===== src/rtl/core/biou_pkg.sv =====
package biou_pkg;

  localparam int unsigned THR_BITS  = 17;
  localparam int unsigned THR_FRAC  = 16;
  localparam logic [THR_BITS-1:0] THR_RESET = 17'd32768;

  typedef struct packed {
    logic above;
    logic enclosed;
    logic fault;
    logic saturate;
  } flags_t;

endpackage


===== src/rtl/core/biou_front.sv =====
module biou_front #(
  parameter int unsigned CB = 12,
  parameter int unsigned FB = 16
) (
  input  logic                         clk_i,
  input  logic                         rst_ni,
  input  logic                         valid_i,
  output logic                         ready_o,
  input  logic signed [CB-1:0]         ax_i,
  input  logic signed [CB-1:0]         ay_i,
  input  logic        [CB-2:0]         aw_i,
  input  logic        [CB-2:0]         ah_i,
  input  logic signed [CB-1:0]         bx_i,
  input  logic signed [CB-1:0]         by_i,
  input  logic        [CB-2:0]         bw_i,
  input  logic        [CB-2:0]         bh_i,
  input  logic [biou_pkg::THR_BITS-1:0] thr_i,
  output logic                         valid_o,
  input  logic                         ready_i,
  output logic [2*CB-2:0]              rem_o,
  output logic [2*CB-2:0]              div_o,
  output logic [FB+1:0]                feed_o,
  output biou_pkg::flags_t             flags_o
);
  import biou_pkg::*;

  localparam int unsigned DW = 2 * CB - 1;
  localparam int unsigned QW = FB + 2;
  localparam int unsigned PW = THR_BITS + DW;
  localparam int unsigned NS = 5;

  logic [NS-1:0] v_q;
  logic [NS-1:0] en;

  always_comb begin
    en[NS-1] = !v_q[NS-1] || ready_i;
    for (int k = NS - 2; k >= 0; k--) begin
      en[k] = !v_q[k] || en[k+1];
    end
  end

  assign ready_o = en[0];
  assign valid_o = v_q[NS-1];

  always_ff @(posedge clk_i or negedge rst_ni) begin
    if (!rst_ni) begin
      v_q <= '0;
    end else begin
      for (int k = 0; k < NS; k++) begin
        if (en[k]) begin
          v_q[k] <= (k == 0) ? valid_i : v_q[(k == 0) ? 0 : k - 1];
        end
      end
    end
  end

  logic signed [CB:0]   aex, aey, bex, bey;
  logic signed [CB:0]   ex_min, ey_min;
  logic signed [CB-1:0] sx_max, sy_max;
  logic [CB+1:0]        iw_raw, ih_raw;
  logic [CB-1:0]        iw_d, ih_d;
  logic [DW-2:0]        a1_d, a2_d;
  logic                 enc_d;

  always_comb begin
    aex    = $signed({ax_i[CB-1], ax_i}) + $signed({2'b00, aw_i});
    aey    = $signed({ay_i[CB-1], ay_i}) + $signed({2'b00, ah_i});
    bex    = $signed({bx_i[CB-1], bx_i}) + $signed({2'b00, bw_i});
    bey    = $signed({by_i[CB-1], by_i}) + $signed({2'b00, bh_i});
    ex_min = (aex < bex) ? aex : bex;
    ey_min = (aey < bey) ? aey : bey;
    sx_max = (ax_i > bx_i) ? ax_i : bx_i;
    sy_max = (ay_i > by_i) ? ay_i : by_i;
    iw_raw = {ex_min[CB], ex_min} - {{2{sx_max[CB-1]}}, sx_max}
             + {{(CB+1){1'b0}}, 1'b1};
    ih_raw = {ey_min[CB], ey_min} - {{2{sy_max[CB-1]}}, sy_max}
             + {{(CB+1){1'b0}}, 1'b1};
    iw_d   = iw_raw[CB+1] ? '0 : iw_raw[CB-1:0];
    ih_d   = ih_raw[CB+1] ? '0 : ih_raw[CB-1:0];
    a1_d   = (DW-1)'(aw_i) * (DW-1)'(ah_i);
    a2_d   = (DW-1)'(bw_i) * (DW-1)'(bh_i);
    enc_d  = (ax_i <= bx_i) && (ay_i <= by_i) && (aex >= bex) && (aey >= bey);
  end

  logic [DW-2:0] a1_q, a2_q;
  logic [CB-1:0] iw_q, ih_q;
  logic          enc1_q;

  always_ff @(posedge clk_i) begin
    if (en[0]) begin
      a1_q   <= a1_d;
      a2_q   <= a2_d;
      iw_q   <= iw_d;
      ih_q   <= ih_d;
      enc1_q <= enc_d;
    end
  end

  logic [DW-1:0] ii_prod;
  logic [DW-1:0] asum_q, inter2_q;
  logic          enc2_q;

  assign ii_prod = DW'(iw_q) * DW'(ih_q);

  always_ff @(posedge clk_i) begin
    if (en[1]) begin
      asum_q   <= {1'b0, a1_q} + {1'b0, a2_q};
      inter2_q <= ii_prod;
      enc2_q   <= enc1_q;
    end
  end

  logic [DW:0]   denom_q;
  logic [DW-1:0] inter3_q;
  logic          enc3_q;

  always_ff @(posedge clk_i) begin
    if (en[2]) begin
      denom_q  <= {1'b0, asum_q} - {1'b0, inter2_q};
      inter3_q <= inter2_q;
      enc3_q   <= enc2_q;
    end
  end

  logic [DW-1:0] dpos;
  logic          fault_d, sat_d;
  logic [PW-1:0] prod_d;

  always_comb begin
    dpos    = denom_q[DW-1:0];
    fault_d = denom_q[DW] || (denom_q == '0);
    sat_d   = {2'b00, inter3_q} >= {dpos, 2'b00};
    prod_d  = PW'(thr_i) * PW'(dpos);
  end

  logic [PW-1:0] prod4_q;
  logic [DW-1:0] inter4_q, dpos4_q;
  logic          fault4_q, sat4_q, enc4_q;

  always_ff @(posedge clk_i) begin
    if (en[3]) begin
      prod4_q  <= prod_d;
      inter4_q <= inter3_q;
      dpos4_q  <= dpos;
      fault4_q <= fault_d;
      sat4_q   <= sat_d;
      enc4_q   <= enc3_q;
    end
  end

  logic [PW-1:0] lhs;
  flags_t        flags_d;
  logic [DW-1:0] rem_q, div_q;
  logic [QW-1:0] feed_q;
  flags_t        flags_q;

  always_comb begin
    lhs              = PW'({inter4_q, {THR_FRAC{1'b0}}});
    flags_d.above    = lhs > prod4_q;
    flags_d.enclosed = enc4_q;
    flags_d.fault    = fault4_q;
    flags_d.saturate = sat4_q;
  end

  always_ff @(posedge clk_i) begin
    if (en[4]) begin
      rem_q   <= inter4_q >> 2;
      div_q   <= dpos4_q;
      feed_q  <= {inter4_q[1:0], {FB{1'b0}}};
      flags_q <= flags_d;
    end
  end

  assign rem_o   = rem_q;
  assign div_o   = div_q;
  assign feed_o  = feed_q;
  assign flags_o = flags_q;

`ifndef SYNTH
  a_div_precondition: assert property (@(posedge clk_i) disable iff (!rst_ni)
    v_q[NS-1] && !flags_q.fault && !flags_q.saturate |-> rem_q < div_q)
    else $error("partial remainder not below divisor at divider entry");
  a_fault_no_sat: assert property (@(posedge clk_i) disable iff (!rst_ni)
    v_q[2] && en[3] && !denom_q[DW] && denom_q != '0 |=> v_q[3] && !fault4_q)
    else $error("positive denominator flagged as fault");
  a_hold_on_stall: assert property (@(posedge clk_i) disable iff (!rst_ni)
    v_q[NS-1] && !ready_i |=> v_q[NS-1] && $stable(rem_q) && $stable(flags_q))
    else $error("front output changed while stalled");
`endif

endmodule


===== src/rtl/core/biou_div_cell.sv =====
module biou_div_cell #(
  parameter int unsigned DW = 23,
  parameter int unsigned QW = 18
) (
  input  logic             clk_i,
  input  logic             rst_ni,
  input  logic             valid_i,
  output logic             ready_o,
  input  logic [DW-1:0]    rem_i,
  input  logic [DW-1:0]    div_i,
  input  logic [QW-1:0]    feed_i,
  input  logic [QW-1:0]    quot_i,
  input  biou_pkg::flags_t flags_i,
  output logic             valid_o,
  input  logic             ready_i,
  output logic [DW-1:0]    rem_o,
  output logic [DW-1:0]    div_o,
  output logic [QW-1:0]    feed_o,
  output logic [QW-1:0]    quot_o,
  output biou_pkg::flags_t flags_o
);
  import biou_pkg::*;

  logic          v_q;
  logic [DW:0]   trial;
  logic          ge;
  logic [DW:0]   diff;
  logic [DW-1:0] rem_d, rem_q, div_q;
  logic [QW-1:0] feed_q, quot_q;
  flags_t        flags_q;

  assign ready_o = !v_q || ready_i;

  always_comb begin
    trial = {rem_i, feed_i[QW-1]};
    ge    = trial >= {1'b0, div_i};
    diff  = trial - {1'b0, div_i};
    rem_d = ge ? diff[DW-1:0] : trial[DW-1:0];
  end

  always_ff @(posedge clk_i or negedge rst_ni) begin
    if (!rst_ni) begin
      v_q <= 1'b0;
    end else if (ready_o) begin
      v_q <= valid_i;
    end
  end

  always_ff @(posedge clk_i) begin
    if (ready_o) begin
      rem_q   <= rem_d;
      div_q   <= div_i;
      feed_q  <= feed_i << 1;
      quot_q  <= {quot_i[QW-2:0], ge};
      flags_q <= flags_i;
    end
  end

  assign valid_o = v_q;
  assign rem_o   = rem_q;
  assign div_o   = div_q;
  assign feed_o  = feed_q;
  assign quot_o  = quot_q;
  assign flags_o = flags_q;

`ifndef SYNTH
  a_rem_bound: assert property (@(posedge clk_i) disable iff (!rst_ni)
    v_q && !flags_q.fault && !flags_q.saturate |-> rem_q < div_q)
    else $error("remainder not below divisor after step");
  a_stall_hold: assert property (@(posedge clk_i) disable iff (!rst_ni)
    v_q && !ready_i |=> v_q && $stable(quot_q) && $stable(rem_q))
    else $error("cell contents changed while stalled");
  a_no_drop: assert property (@(posedge clk_i) disable iff (!rst_ni)
    valid_i && ready_o |=> v_q)
    else $error("accepted transaction lost in cell");
`endif

endmodule


===== src/rtl/core/box_iou_and_enclosure_top.sv =====
// Box overlap and enclosure unit.
// Input channel (in_valid_i/in_ready_o) takes one pair of boxes per
// transaction, each as top-left corner, width and height. Output channel
// (out_valid_o/out_ready_i) returns one result per pair: overlap ratio in
// unsigned Q2.FRAC_BITS (saturated), a flag for ratio above iou_threshold,
// a flag for the second box lying inside the first, and a fault flag for a
// nonpositive union, which forces ratio and threshold flag to zero.
// The configuration channel (cfg_valid_i/cfg_ready_o/cfg_data_i) writes the
// 17-bit Q1.16 threshold; it is always ready. Write it only while idle.
// Path from input to output: five geometry and multiply stages, one
// restoring divider cell per quotient bit, and the output register.
// Throughput is one pair per cycle unless the receiver stalls; the divider
// chain retires one quotient bit per cell per cycle under the same condition.
// Reset empties every stage and loads the threshold with 0.5. When the
// receiver stalls, results queue up in the stages; the input keeps being
// accepted until every stage holds a transaction.
module box_iou_and_enclosure_top #(
  parameter int unsigned COORD_BITS = 12,
  parameter int unsigned FRAC_BITS  = 16
) (
  input  logic                          clk_i,
  input  logic                          rst_ni,
  input  logic                          cfg_valid_i,
  output logic                          cfg_ready_o,
  input  logic [biou_pkg::THR_BITS-1:0] cfg_data_i,
  input  logic                          in_valid_i,
  output logic                          in_ready_o,
  input  logic signed [COORD_BITS-1:0]  first_x_i,
  input  logic signed [COORD_BITS-1:0]  first_y_i,
  input  logic        [COORD_BITS-2:0]  first_width_i,
  input  logic        [COORD_BITS-2:0]  first_height_i,
  input  logic signed [COORD_BITS-1:0]  second_x_i,
  input  logic signed [COORD_BITS-1:0]  second_y_i,
  input  logic        [COORD_BITS-2:0]  second_width_i,
  input  logic        [COORD_BITS-2:0]  second_height_i,
  output logic                          out_valid_o,
  input  logic                          out_ready_i,
  output logic [FRAC_BITS+1:0]          overlap_ratio_o,
  output logic                          above_threshold_o,
  output logic                          second_enclosed_o,
  output logic                          divide_fault_o
);
  import biou_pkg::*;

  localparam int unsigned DW = 2 * COORD_BITS - 1;
  localparam int unsigned QW = FRAC_BITS + 2;

  logic [THR_BITS-1:0] thr_q;

  assign cfg_ready_o = 1'b1;

  always_ff @(posedge clk_i or negedge rst_ni) begin
    if (!rst_ni) begin
      thr_q <= THR_RESET;
    end else if (cfg_valid_i && cfg_ready_o) begin
      thr_q <= cfg_data_i;
    end
  end

  logic          c_valid [0:QW];
  logic          c_ready [0:QW];
  logic [DW-1:0] c_rem   [0:QW];
  logic [DW-1:0] c_div   [0:QW];
  logic [QW-1:0] c_feed  [0:QW];
  logic [QW-1:0] c_quot  [0:QW];
  flags_t        c_flags [0:QW];

  biou_front #(
    .CB (COORD_BITS),
    .FB (FRAC_BITS)
  ) u_front (
    .clk_i   (clk_i),
    .rst_ni  (rst_ni),
    .valid_i (in_valid_i),
    .ready_o (in_ready_o),
    .ax_i    (first_x_i),
    .ay_i    (first_y_i),
    .aw_i    (first_width_i),
    .ah_i    (first_height_i),
    .bx_i    (second_x_i),
    .by_i    (second_y_i),
    .bw_i    (second_width_i),
    .bh_i    (second_height_i),
    .thr_i   (thr_q),
    .valid_o (c_valid[0]),
    .ready_i (c_ready[0]),
    .rem_o   (c_rem[0]),
    .div_o   (c_div[0]),
    .feed_o  (c_feed[0]),
    .flags_o (c_flags[0])
  );

  assign c_quot[0] = '0;

  for (genvar g = 0; g < QW; g++) begin : g_cell
    biou_div_cell #(
      .DW (DW),
      .QW (QW)
    ) u_cell (
      .clk_i   (clk_i),
      .rst_ni  (rst_ni),
      .valid_i (c_valid[g]),
      .ready_o (c_ready[g]),
      .rem_i   (c_rem[g]),
      .div_i   (c_div[g]),
      .feed_i  (c_feed[g]),
      .quot_i  (c_quot[g]),
      .flags_i (c_flags[g]),
      .valid_o (c_valid[g+1]),
      .ready_i (c_ready[g+1]),
      .rem_o   (c_rem[g+1]),
      .div_o   (c_div[g+1]),
      .feed_o  (c_feed[g+1]),
      .quot_o  (c_quot[g+1]),
      .flags_o (c_flags[g+1])
    );
  end

  logic          out_v_q;
  logic [QW-1:0] ratio_q;
  logic          above_q, enc_q, fault_q;
  flags_t        last_flags;

  assign last_flags  = c_flags[QW];
  assign c_ready[QW] = !out_v_q || out_ready_i;

  always_ff @(posedge clk_i or negedge rst_ni) begin
    if (!rst_ni) begin
      out_v_q <= 1'b0;
    end else if (c_ready[QW]) begin
      out_v_q <= c_valid[QW];
    end
  end

  always_ff @(posedge clk_i) begin
    if (c_ready[QW]) begin
      if (last_flags.fault) begin
        ratio_q <= '0;
      end else if (last_flags.saturate) begin
        ratio_q <= '1;
      end else begin
        ratio_q <= c_quot[QW];
      end
      above_q <= last_flags.above && !last_flags.fault;
      enc_q   <= last_flags.enclosed;
      fault_q <= last_flags.fault;
    end
  end

  assign out_valid_o       = out_v_q;
  assign overlap_ratio_o   = ratio_q;
  assign above_threshold_o = above_q;
  assign second_enclosed_o = enc_q;
  assign divide_fault_o    = fault_q;

`ifndef SYNTH
  a_backpressure_source: assert property (@(posedge clk_i) disable iff (!rst_ni)
    !in_ready_o |-> out_valid_o && !out_ready_i)
    else $error("input stalled without a stalled output");
  a_fault_clears: assert property (@(posedge clk_i) disable iff (!rst_ni)
    out_valid_o && divide_fault_o |-> overlap_ratio_o == '0 && !above_threshold_o)
    else $error("fault result carries a ratio or threshold flag");
  a_cfg_write: assert property (@(posedge clk_i) disable iff (!rst_ni)
    cfg_valid_i |=> thr_q == $past(cfg_data_i))
    else $error("threshold register not updated by configuration transaction");
`endif

endmodule


===== config.mk =====
export PLATFORM = sky130hd
export DESIGN_NAME = box_iou_and_enclosure_top
export DESIGN_NICKNAME = d
export VERILOG_FILES = /design/src/rtl/core/biou_pkg.sv /design/src/rtl/core/biou_front.sv /design/src/rtl/core/biou_div_cell.sv /design/src/rtl/core/box_iou_and_enclosure_top.sv
export SDC_FILE = /design/constraint.sdc
export NUM_CORES = 2
export LEC_CHECK = 0
export BUFFER_PORTS_ARGS = -buffer_cell sky130_fd_sc_hd__buf_4
export CORE_MARGIN = 3
export CORE_UTILIZATION = 62
export DETAILED_ROUTE_END_ITERATION = 16
export GPL_TIMING_DRIVEN = 0
export HOLD_SLACK_MARGIN = 0.12
export PLACE_DENSITY = 0.79
export SETUP_SLACK_MARGIN = 0.02
export SLEW_MARGIN = 10
export SYNTH_ARGS = -nofsm -noshare
export SYNTH_HDL_FRONTEND = slang
export SYNTH_SLANG_ARGS = --single-unit
export TNS_END_PERCENT = 50

===== constraint.sdc =====
create_clock -name clk_i -period 9.4 [get_ports clk_i]
set_input_delay 0.94 -clock clk_i [delete_from_list [all_inputs] [get_ports clk_i]]
set_output_delay 0.94 -clock clk_i [all_outputs]
set_load 0.01 [all_outputs]

Yosys cells after proc, flatten, opt, wreduce, memory -nomap -nowiden
Cells that the tools add are included.

Register bits after elaboration: 1391. Logic and storage cells: 330. Bits of input ports: 114. Output and inout bits: 24.

Mux-type cells: 22. Reduce and logical (&&, ||, !) cells: 55. Magnitude comparators: 28. Multipliers: 4. $add $sub $neg: 27.

Operators with widths (count): greater-or-equal comparator 24 x 23 -> 1 bit (17); two-way mux 23 bit (16); subtractor 23 bit (16); adder 12 x 12 -> 13 bit (4); multiplier 11 x 11 -> 22 bit (2); > comparator 39 x 40 -> 1 bit (1); multiplier 17 x 23 -> 40 bit (1); adder 14 x 1 -> 14 bit, second input constant (2); subtractor 13 x 12 -> 14 bit (2); greater-or-equal comparator 13 bit (2); < comparator 13 bit (2); two-way mux 13 bit (2); greater-or-equal comparator 23 x 25 -> 1 bit (1); zero test 1 bit (25); logical OR 1 bit (25); > comparator 12 bit (2); less-or-equal comparator 12 bit (2); zero test 24 bit (1); two-way mux 12 bit (2); subtractor 23 x 23 -> 24 bit (1); adder 22 x 22 -> 23 bit (1); greater-or-equal comparator 22 x 23 -> 1 bit (1); multiplier 12 x 12 -> 23 bit (1); subtractor 22 x 23 -> 23 bit (1); 3 further kinds (6).

Depth between registers and ports, before layout
Word-level depth: 25. Mapped depth: 34. Gate-level depth less buffers: 33.

By module
A second synthesis with hierarchy kept.

Cell total of the unflattened synthesis: 11133. Area total of the unflattened synthesis: 123260.7 sq um.

By module, submodules not included: biou_div_cell (seq. area each 2577.5 sq um, times used 18, cells each 371, area an instance 4421.7 sq um); biou_front (seq. area each 9223.8 sq um, times used 1, cells each 4351, area an instance 42137.9 sq um); box_iou_and_enclosure_top (seq. area each 1082.3 sq um, times used 1, cells each 104, area an instance 1531.5 sq um).

Worst setup path before layout
No wires, ideal clock.

Kind: input-to-reg. Start point: in out_ready_i. End point: reg u_front.a1_q[0] (enable). Arrival: 6.949 ns. Stages on the path: 10. Path slack: 1.370 ns. Cell sequence: nor2b_1 > nand2_1 > nor2_1 > and3_1 > clkbuf_1 > and3_1 > and2_1 > nand4_1 > nor2_1 > nand4_1.

Cells in the longest elaborated chain, start to end: 24.

RTL lines: from (decl) (RTL line box_iou_and_enclosure_top.sv:37) `input logic out_ready_i,`; logical OR 1 bit (RTL line box_iou_and_enclosure_top.sv:125) `assign c_ready[QW] = !out_v_q || out_ready_i;`; logical OR 1 bit (RTL line biou_div_cell.sv:32) `assign ready_o = !v_q || ready_i;`; net g_cell[16].u_cell.ready_i (RTL line biou_div_cell.sv:15) `input logic ready_i,`; logical OR 1 bit (17 in a row) (RTL line biou_div_cell.sv:32); logical OR 1 bit (RTL line biou_front.sv:36) `en[NS-1] = !v_q[NS-1] || ready_i;`; net u_front.en[4] (RTL line biou_front.sv:33) `logic [NS-1:0] en;`; logical OR 1 bit (4 in a row) (RTL line biou_front.sv:38) `en[k] = !v_q[k] || en[k+1];`; net in_ready_o (RTL line box_iou_and_enclosure_top.sv:27) `output logic in_ready_o,`; to (signal assigned) (RTL line biou_front.sv:91) `a1_q <= a1_d;`; to (decl) (RTL line biou_front.sv:85) `logic [DW-2:0] a1_q, a2_q;`.

The timed path passes the listed nets, and every way through them passes these cells. A chain may end at the register's enable or synchronous reset.

Worst setup path after layout
Start point: in first_height_i[1]. End point: reg u_front.ih_q[8], data pin.

Cells in the longest elaborated chain, start to end: 5.

RTL lines: from (decl) (RTL line box_iou_and_enclosure_top.sv:31) `input logic [COORD_BITS-2:0] first_height_i,`; adder 12 x 12 -> 13 bit * (RTL line biou_front.sv:67) `aey = $signed({ay_i[CB-1], ay_i}) + $signed({2'b00, ah_i});`; < comparator 13 bit (RTL line biou_front.sv:71) `ey_min = (aey < bey) ? aey : bey;`; two-way mux 13 bit * (RTL line biou_front.sv:71); subtractor 13 x 12 -> 14 bit * (RTL line biou_front.sv:76) `ih_raw = {ey_min[CB], ey_min} - {{2{sy_max[CB-1]}}, sy_max}`; adder 14 x 1 -> 14 bit * (RTL line biou_front.sv:77) `+ {{(CB+1){1'b0}}, 1'b1};`; to (signal assigned) (RTL line biou_front.sv:94) `ih_q <= ih_d;`; to (decl) (RTL line biou_front.sv:86) `logic [CB-1:0] iw_q, ih_q;`.

Mark *: on every way between the ends. The rest lies on a longest branch, timed or not.

==> impl_summary.txt <==
----------------------------------------------------
[Run status]
  Outcome ... finished, final reports clean

[Routing]
  Number of nets with antenna violations after routing ... 0
  Iteration-0 DRC Markers ... 5161
  Detail-routed via count per cell ... 5.83
  Iteration count of the initial detailed-routing pass ... 8
  Total wire length ... 232000 microns
  Via Count ... 67442
  DRC violations left ... 0
  Wire length per cell ... 20.0 microns

[Worst setup path]
  Path type of the worst setup path ... in2reg
  Element type at the critical path end ... flop
  Required @ worst endpoint ... 9.86 ns
  Slowest-stage cell, CP ... clkbuf_1
  Number of buffers and inverters on the critical path ... 6
  Largest fanout on the critical path ... 10
  Signal arrival time at the worst endpoint ... 8.97 ns
  CP delay by family, top ... compound AO/OA/AOI/OAI gates
  Crit start category ... input port
  Worst stage delay on the critical path ... 0.54 ns

[Global route]
  Number of global-route vias before repair ... 69073
  Grt total ovfl ... 0
  Maximum number of pins on one net before global-route repair ... 71
  Global-route wire length before repair ... 369000 microns
  Number of antenna violations at the first check in global routing ... 2
  Total global-route track usage ... 28.8%

[Timing]
  Final worst hold slack ... 0.158 ns
  Fin crit period ... 8.52 ns
  Measured slew at the worst slew-check pin ... 1.11 ns
  Maximum frequency from static timing analysis ... 0.117 GHz
  RSZ-0062 raised after global routing ... no
  Fin. Hold Viols ... 0
  Worst slew slack as a fraction of its limit ... 26.2%
  Setup skew after layout ... 0.0893 ns
  Setup-violating endpoint count in the final report ... 0
  Max-slew violation count ... 0
  Setup TNS after final layout ... 0 ns
  Post-route clock period utilization ... 90.6%

[Clock tree]
  Clk Latency, worst-skew pair ... 0.83 ns
  CTS-repair resized insts ... 0
  Root buffer selected by CTS ... clkbuf_16
  Sinks on the clock net ... 1391
  Longest Clk Path Bufs ... 3
  H-tree levels ... 4
  CTS buffer count ... 146
  Hold-fix buffers at CTS ... 0
  Clock tree from TritonCTS ... built
  Clk slew on worst S/H paths ... 0.06 ns
  Post-CTS Setup Repair Bufs ... 0

[Logic synthesis]
  Synth top cells by count ... 1359 x inv_1, 1350 x edfxtp_1, 938 x ha_1, 897 x nand2_1, 598 x fa_1
  Gate Count Post-Synth ... 9067
  Flip-flop and latch count after synthesis ... 1391
  Number of library cell types mapped by synthesis ... 100
  Fraction of the yosys area taken by sequential cells ... 42.1%
  Cell type with the largest total area after synthesis ... edfxtp_1
  Portion of synthesized cell area occupied by the leading cell type ... 41.1%
  Biggest area contributors in the synthesized netlist ... edfxtp_1 41%, fa_1 12%, ha_1 12%
  FFs w/ async S/R, synth ... 2.95%
  Mapped Area ... 98600 sq um
  Post-synth EDFFs ... 1350
  Top flip-flop cell by instance count after synthesis ... edfxtp_1
  Synth Warn # ... 0
  Synth Net Count ... 10717
  Top-count cell post-synth ... inv_1
  Per-instance average area after synthesis ... 10.9 sq um

[Placed design]
  Total half-perimeter wirelength after legalization and detailed placement ... 183000 microns
  Port Buf Inserts ... 135
  Routability cong. ... 0.959
  Placed cell areas ... 103000 sq um

[Final layout]
  Post-Route Utilization ... 68.6%
  FILL cells ... 11578
  Fraction of layout cells with a size suffix above 1 ... 5.60%
  Final Instance Area ... 108000 sq um
  Fin nets ... 11032
  Area growth syn-to-layout ... 9.29%

[Die]
  Initial Utilization ... 62.8%
  Number of standard-cell rows in the floorplan ... 145
  Floorplan core area ... 157000 sq um
  Number of ports placed on the die boundary ... 138
  Vertical die dimension ... 405 microns
  Overall die area ... 164000 sq um
  Die extent in x ... 405 microns

[Worst hold path]
  Hold WC Path Type ... in2async

[Run]
  Max-cap violation count ... 0

----------------------------------------------------
## layout make-up
cell class,count,area [sq um],share of cell area (%)
sequential,1391,41600,38.6
clock buffer,174,3790,3.51
antenna,2,5.00,0.00464
buffer,234,926,0.859
multi-input combinational,6071,51100,47.4
timing repair buffer,167,1540,1.43
inverter,1371,5150,4.78
tap,2058,2570,2.39
clock inverter,94,1160,1.07
## per-layer routing
layer | up-vias | share of wire (%) | GRT usage (%)
met1 | 33059 | 40 | 35.9
li1 | 31660 | - | -
met2 | 2112 | 50 | 49.9
met4 | 0 | 4.9 | 13.1
met5 | - | 0 | 0
met3 | 611 | 5.6 | 3.95
## layout by cell type, fill, tap and decap left out, types with 40 or more instances in the layout
cell type,count
a211oi_1,45
buf_4,139
nand2_1,891
dfrtp_1,40
nor3_1,97
mux2_1,127
nand4_1,77
fa_1,598
and3_1,45
and2_1,314
ha_1,938
xnor2_1,314
mux2i_1,43
nand3_1,90
inv_1,1353
o21ai_1,250
o21a_1,114
o21bai_1,55
o21ai_0,169
clkbuf_1,215
nand2b_1,89
edfxtp_1,1350
a21o_1,200
a21oi_1,444
nor2b_1,104
clkbuf_16,146
xor2_1,169
nor2_1,399
## logic make-up after synthesis
logic type,Yosys count,share of synthesized area [%]
and+or+nand+nor,2268,11.0
adders and majority gates,1536,24.0
xor gates and xnor gates,483,4.29
muxes,200,2.23
buffers and inverters,1605,6.16
DFF,1391,42.1
other,1,0.00380
AOI/OAI and AO/OA,1583,10.2
## state kept, by name, summed over array words and instances, names as in the netlist, 24 cells and up
register / count
g_cell.u_cell.div_o: 391
u_front.denom_q: 24
g_cell.u_cell.flags_o: 72
g_cell.u_cell.rem_o: 391
u_front.prod4_q: 40
g_cell.u_cell.quot_o: 171
## metrics by stage
stage,cells,worst slack (ns)
after global routing,11561,0.309
after floorplan,9067,1.37
after detailed placement,11292,0.236
after CTS,11560,1.01
after global placement,11260,-2.18
final,11562,0.883
## final timing paths
| path | from | to | slack [ns] | depth (start not counted) |
|---|---|---|---|---|
| max in group asynchronous | rst_ni | u_front.v_q[1] | 8.73 | 1 |
| hold / removal | rst_ni | g_cell[10].u_cell.valid_o | 0.16 | 1 |
| setup reg to reg | u_front.denom_q[13] | u_front.prod4_q[36] | 1.03 | 26 |
| setup / recovery | first_height_i[1] | u_front.ih_q[8] | 0.88 | 33 |
| min in group clk_i | in_valid_i | u_front.v_q[0] | 0.32 | 2 |
| hold reg to reg | g_cell[7].u_cell.flags_o[0] | g_cell[8].u_cell.flags_o[0] | 0.38 | 0 |
Power is left out: the tool's default activity adds up to more than one toggle a clock period on the data nets, which glitch-free logic cannot reach.
